$ cat src/rtl/max_rectangle_binary_image_macros.svh
// Assertion helpers shared by the RTL. Each use expands to one labeled
// concurrent assertion on the block clock, held off during reset.
`ifndef MAX_RECTANGLE_BINARY_IMAGE_MACROS_SVH
`define MAX_RECTANGLE_BINARY_IMAGE_MACROS_SVH

// Same-cycle implication.
`define MRBI_ASSERT_IMP(lbl, ante, cons) \
    lbl: assert property (@(posedge i_clk) disable iff (!i_rst_n) (ante) |-> (cons)) \
        else $error("max rectangle assertion failed");

// Next-cycle implication.
`define MRBI_ASSERT_NXT(lbl, ante, cons) \
    lbl: assert property (@(posedge i_clk) disable iff (!i_rst_n) (ante) |=> (cons)) \
        else $error("max rectangle assertion failed");

`endif

$ cat src/rtl/mrbi_pkg.sv
`default_nettype none

package mrbi_pkg;

    // Image size limits.
    localparam int MAX_COLS = 1024;
    localparam int MAX_ROWS = 1024;

    // Widths derived from the limits.
    localparam int COL_W  = $clog2(MAX_COLS);
    localparam int ROW_W  = $clog2(MAX_ROWS);
    localparam int H_W    = $clog2(MAX_ROWS + 1);
    localparam int CNT_W  = $clog2(MAX_COLS + 1);
    localparam int FW_W   = 11;
    localparam int AREA_W = 21;

    // Register reset value of the frame width.
    localparam logic [FW_W-1:0] FW_RESET = FW_W'(MAX_COLS);

    // One stack entry: column index and bar height.
    typedef struct packed {
        logic [COL_W-1:0] col;
        logic [H_W-1:0]   hgt;
    } t_stack_entry;

    // Commands from the controller to the datapath.
    typedef struct packed {
        logic load;      // latch an accepted pixel, start the height read
        logic hupd;      // update the column height store
        logic pop;       // pop the stack top and test its area
        logic push;      // push the current column
        logic next_col;  // advance to the next column
        logic row_done;  // close the row after the flush
        logic report;    // load the result register and clear the frame
    } t_cmd;

    // Status from the datapath to the controller.
    typedef struct packed {
        logic pop_req;   // stack top is taller than the current height
        logic row_end;   // current pixel closes its row
        logic last;      // current pixel ends the frame
        logic out_free;  // result register can take a new result
    } t_status;

endpackage

`default_nettype wire

$ cat src/rtl/mrbi_ctrl.sv
`default_nettype none

module mrbi_ctrl (
    input  wire                  i_clk,
    input  wire                  i_rst_n,
    input  wire                  i_valid,
    output logic                 o_ready,
    input  wire mrbi_pkg::t_status i_status,
    output mrbi_pkg::t_cmd       o_cmd
);

    typedef enum logic [4:0] {
        S_IDLE   = 5'b00001,
        S_READ   = 5'b00010,
        S_SCAN   = 5'b00100,
        S_FLUSH  = 5'b01000,
        S_REPORT = 5'b10000
    } t_state;

    t_state r_state;
    t_state n_state;

    // State register.
    always_ff @(posedge i_clk) begin
        if (!i_rst_n) begin
            r_state <= S_IDLE;
        end else begin
            r_state <= n_state;
        end
    end

    // Next state and command decode.
    always_comb begin
        n_state = r_state;
        o_cmd   = '0;
        o_ready = 1'b0;
        unique case (r_state)
            S_IDLE: begin
                o_ready = 1'b1;
                if (i_valid) begin
                    o_cmd.load = 1'b1;
                    n_state    = S_READ;
                end
            end
            S_READ: begin
                o_cmd.hupd = 1'b1;
                n_state    = S_SCAN;
            end
            S_SCAN: begin
                if (i_status.pop_req) begin
                    o_cmd.pop = 1'b1;
                end else begin
                    o_cmd.push = 1'b1;
                    if (i_status.row_end) begin
                        n_state = S_FLUSH;
                    end else begin
                        o_cmd.next_col = 1'b1;
                        n_state        = S_IDLE;
                    end
                end
            end
            S_FLUSH: begin
                if (i_status.pop_req) begin
                    o_cmd.pop = 1'b1;
                end else begin
                    o_cmd.row_done = 1'b1;
                    n_state        = i_status.last ? S_REPORT : S_IDLE;
                end
            end
            S_REPORT: begin
                if (i_status.out_free) begin
                    o_cmd.report = 1'b1;
                    n_state      = S_IDLE;
                end
            end
            default: begin
                n_state = S_IDLE;
            end
        endcase
    end

endmodule

`default_nettype wire

$ cat config.mk
export PLATFORM = sky130hd
export DESIGN_NAME = mrbi_ctrl
export DESIGN_NICKNAME = d
export VERILOG_FILES = /design/src/rtl/max_rectangle_binary_image_macros.svh /design/src/rtl/mrbi_pkg.sv /design/src/rtl/mrbi_ctrl.sv
export SDC_FILE = /design/constraint.sdc
export NUM_CORES = 1
export LEC_CHECK = 0
export BUFFER_PORTS_ARGS = -buffer_cell sky130_fd_sc_hd__buf_2
export CORE_AREA = 2 2 39 41
export CTS_CLUSTER_DIAMETER = 150
export DETAILED_ROUTE_END_ITERATION = 6
export DIE_AREA = 0 0 41 43
export HOLD_SLACK_MARGIN = 0.02
export SKIP_LAST_GASP = 1
export SYNTH_ARGS = -nofsm -noshare
export SYNTH_HDL_FRONTEND = slang
export SYNTH_SLANG_ARGS = --single-unit
$ cat constraint.sdc
create_clock -name i_clk -period 1.7 [get_ports i_clk]
set_input_delay 0.085 -clock i_clk [delete_from_list [all_inputs] [get_ports i_clk]]
set_output_delay 0.085 -clock i_clk [all_outputs]
set_load 0.01 [all_outputs]
# [Yosys cells after proc, flatten, opt, wreduce, memory -nomap -nowiden]
# Cells that the tools add are included.
[totals] register_bits=5 latchBits=0 ram_bits=0 rom_bits=0 inputBits=7 out_inout_bits=8 elab_cells=32 mem_count=0
[classes] n_addsub=0 n_mul=0 n_div=0 n_lt_le_gt_ge=0 n_eq_ne=9 shift=0 mux=20 bitwise_logic=0 reduce_logical=2
[op_table] op="$mux W5" n=5
[op_table] op="$pmux W5 S5" n=1
[op_table] op="$mux W1" n=11
[op_table] op="$ne A2 B2 Y1 const B" n=4
[op_table] op="$eq A5 B1 Y1 const B" n=1
[op_table] op="$eq A5 B2 Y1 const B" n=1
[op_table] op="$eq A5 B3 Y1 const B" n=1
[op_table] op="$eq A5 B4 Y1 const B" n=1
[op_table] op="$eq A5 B5 Y1 const B" n=1
[op_table] op="$mux W2" n=2
[op_table] op="$mux W4" n=1
[op_table] op="$reduce_and A4 Y1" n=1
[op_table] op="$reduce_or A2 Y1" n=1

# [Logic depth before layout (Yosys ltp)]
[logic_depth] depth_word=3 depth_mapped=5 mapped_depth_nobuf=4

# [Worst setup path after synthesis]
# OpenSTA, ideal clock, no wires.
[synth_path] path_type="reg2out" start="reg r_state[4]" end="out o_cmd[2] in the netlist's numbering" arrival_ns=1.437 required_time_ns=1.615 setup_slack_ns=0.178 path_stages_with_launch=5 n_path_buf=1 cell_sequence="dfxtp_1 buf_2 or2_2 nor4_1 and2_1"
[synth_lines] element="from (decl)" line="mrbi_ctrl.sv:20" rtl="t_state r_state;"
[synth_lines] element="from (signal assigned)" line="mrbi_ctrl.sv:28" rtl="r_state <= n_state;"
[synth_lines] element="to (decl)" line="mrbi_ctrl.sv:9" rtl="output mrbi_pkg::t_cmd o_cmd"

==> flow_results.org <==
** Clock network
- # H-tree levels :: 1
- Clock transition at path regs :: 0.04 ns
- For this design, the sink count on the clock tree is 5.
- No sink is reached through more buffers than the 2 on the longest clock path.
- The root buffer cell chosen for the clock tree is sky130_fd_sc_hd__clkbuf_4.
- Later-pin clock latency in the skew report :: 0.24 ns
- TritonCTS built the clock tree.
- Clock tree synthesis inserted a total of 3 buffers.

** Min path
- Worst min-delay path class :: primary input to flop

** Floorplanning
- Overall die area :: 1763 um2
- Placeable core region :: 1384 um2
- Die Span Y :: 43 um
- Number of top-level pins :: 15
- The floorplan has 14 rows.
- The initial utilization of the core area, before any placement, comes to 29.11%.
- Die extent in x :: 41 um

** Worst setup path
- STA puts the critical path data required time at 1.62 ns.
- STA puts the critical path data arrival time at 1.57 ns.
- Kind of end point of the critical path :: primary output
- The worst setup path is of the flop to primary output kind.
- Of all nets on the critical path, the largest fanout is 10.
- Launching element type of the critical path :: flop

** Layout
- The register with the most flip-flops in the layout has 5 of them.
- The number of antenna diodes in the final layout is 0.
- The finished layout holds 79 standard cells, fillers aside.
- Compared with the post-synthesis result, the final layout area differs by 26.09%.
- Biggest regs :: r_state (5)
- At the end of the flow, the number of nets in the layout was 71.
- Of the cells placed in the final design, the portion with a size suffix greater than 1 is 42.86%.
- Layout fillers :: 155
- Counting flops per register, the top entry is r_state.

** GRT
- Global-route wire length before repair :: 1469 um
- The initial antenna violation count came to 0.
- The number of global-route vias before repair is 358.
- Entering global routing, the biggest net connects 11 pins.
- Global routing used 12.15% of the available tracks across all layers.
- Total grt overflow :: 0

** Synth
- Sequential elements use 24.84% of the synthesized area.
- Gate count after technology mapping :: 47
- Simple-gate share of the synthesized area :: 43.79%
- In this run the biggest area consumer among cell types represents 24.84% of the synthesized area.
- Synthesized area :: 402.9 um2
- Of all flip-flops after synthesis, the portion carrying an async set or reset was 0%.
- Yosys warning total :: 0
- The synthesized design contains 5 register bits.
- Number of unique standard cell types used by synthesis :: 30
- Net count after synthesis :: 54
- Of the total synthesized cell area, the portion taken by full adders, half adders and majority gates is 0%.
- Most used DFF post-synth :: sky130_fd_sc_hd__dfxtp_1
- Most frequent cells after synthesis :: 5 x sky130_fd_sc_hd__dfxtp_1, 4 x sky130_fd_sc_hd__nand2_1, 3 x sky130_fd_sc_hd__nor4_1
- Count of flip-flops with a built-in enable after synthesis :: 0
- Top cells by area, synth :: sky130_fd_sc_hd__dfxtp_1 25%, sky130_fd_sc_hd__buf_6 5.6%, sky130_fd_sc_hd__mux2i_1 5.0%
- After synthesis, the largest family of logic cells by area is simple AND/OR/NAND/NOR gates.
- Area fraction in compound gates after synthesis :: 14.60%
- Leading area contributor after synthesis :: sky130_fd_sc_hd__dfxtp_1
- Yosys instantiated no cell more often than sky130_fd_sc_hd__dfxtp_1.
- After Yosys synthesis, XOR and XNOR cells account for 2.174% of the synthesized area.
- Multiplexer area fraction after synthesis :: 4.969%
- A synthesized cell averages 8.572 um2.

** Power
- Power density of the placed cells :: 945.9 nW/um2
- The worst-case IR drop observed on VDD is 296.5 uV.
- Total Power Consumption :: 0.0004805 W
- Cell leakage power :: 0.2363 nW

** Placed design
- Detailed placer's ending HPWL :: 701.7 um
- Timing analysis after detailed placement gives a worst setup slack of 0.2716 ns.
- Routability-driven placement finished with a final weighted congestion of 0.7901.
- Number of cells after detailed placement :: 73
- Buffers on Ports :: 14

** Detailed routing
- Before antenna repair, the detailed router went through 4 iterations.
- Routed length per placed instance :: 12.04 um
- Across all layers, the routed design uses 403 vias.
- Antenna viol nets, final :: 0
- Total wirelength of the detailed-routed design :: 951 um
- In this run, the number of DRC markers left after iteration 0 of detailed routing was 14.
- Number of vias per cell after detailed routing :: 5.101
- In the routed design, unresolved DRC markers number 0.

** STA
- Final setup violation count :: 0
- Fmax :: 603.8 MHz
- The final count of hold timing violations came to 0.
- Setup repair after global routing could not meet its margin everywhere.
- Min Tclk post-route :: 1.656 ns
- Remaining max-slew budget at the tightest pin :: 76.33%
- In the post-route analysis, the smallest setup slack over all paths is 0.04382 ns.
- The number of pins with negative max-slew slack in the final report was 0.
- Between clock sinks in the finished design, the worst skew comes to 0.0002180 ns.
- Dividing the final minimum period by the clock period gives 97.42%.
- Post-route setup TNS :: 0 ns
- Tightest Pin Transition :: 0.3500 ns

** Job
- Maximum Capacitance Violations :: 0

** Outcome
- The run finished with clean final reports.
[through the flow]
stage	util, %	hold slack (ns)	area [um2]
floorplan	-	0.1634	402.9
global placement	33.09	0.3331	457.9
detailed placement	33.09	0.3384	457.9
CTS	34.99	0.08229	484.2
global route	36.71	0.1159	508.0
finish	36.71	0.08710	508.0
[placed cells by master (no fill, tap or decap), types with 2 or more instances in the layout]
master / synthesis / final
sky130_fd_sc_hd__o21ai_0: 2 / 2
sky130_fd_sc_hd__buf_4: 1 / 2
sky130_fd_sc_hd__nor4_1: 3 / 2
sky130_fd_sc_hd__nand2_1: 4 / 4
sky130_fd_sc_hd__buf_2: 1 / 14
sky130_fd_sc_hd__nand2b_1: 2 / 2
sky130_fd_sc_hd__nand3_1: 2 / 2
sky130_fd_sc_hd__dfxtp_1: 5 / 3
sky130_fd_sc_hd__nor4b_1: 2 / 2
sky130_fd_sc_hd__clkbuf_4: 0 / 3
sky130_fd_sc_hd__dfxtp_2: 0 / 2
sky130_fd_sc_hd__nor2_1: 2 / 2
sky130_fd_sc_hd__and2_1: 2 / 2
sky130_fd_sc_hd__mux2i_1: 2 / 2
[metal layers]
layer / vias up / wire length, um / GRT usage (%)
li1: 201 / - / -
met1: 185 / 452 / 14.79
met2: 15 / 419 / 18.75
met3: 2 / 63 / 4.712
met4: 0 / 14 / 4.000
met5: - / 0 / 0
[area by class of cell]
type | instances | area, um2 | share of cell area (%)
multi-input cells | 37 | 270.3 | 53.20
well taps | 16 | 20.02 | 3.941
inverters | 1 | 3.754 | 0.7389
flip-flops and latches | 5 | 102.6 | 20.20
repair buffers | 16 | 85.08 | 16.75
clock buffers | 4 | 26.28 | 5.172
[power breakdown]
part	leakage [nW]	switching [W]	internal [W]	total (W)
Combinational	0.180	0.0000809	0.0000976	0.000179
Clock	0.0150	0.0000517	0.0000889	0.000141
Sequential	0.0416	0.0000293	0.000132	0.000161
[logic make-up (layout without fill, tap and decap cells)]
logic type | count (synthesis) | in the layout
compound gates | 7 | 7
xor+xnor | 1 | 1
buf+inv | 5 | 21
flops | 5 | 5
mux | 2 | 2
simple gates | 27 | 27
[repair_timing]
action	in CTS	in global routing
gates resized for setup	0	3
hold buffers	0	0
setup buffers	0	2
setup endpoints to repair	0	3
[worst max-delay path: stages (launching register included)]
cell and delay (ns):
sky130_fd_sc_hd__dfxtp_1 0.40, sky130_fd_sc_hd__or3_4 0.41, sky130_fd_sc_hd__nor3b_4 0.24, sky130_fd_sc_hd__and2_1 0.15, sky130_fd_sc_hd__buf_2 0.12
[final timing paths]
kind	start	end	slack, ns	cells after the start
worst max-delay path	r_state[3]	o_cmd[6]	0.04	4
worst min-delay path	i_rst_n	r_state[0]	0.09	2
worst max register to register	r_state[3]	r_state[0]	0.28	4
worst min register to register	r_state[4]	r_state[4]	0.60	2
No activity file was read; power rests on OpenSTA's default activity.
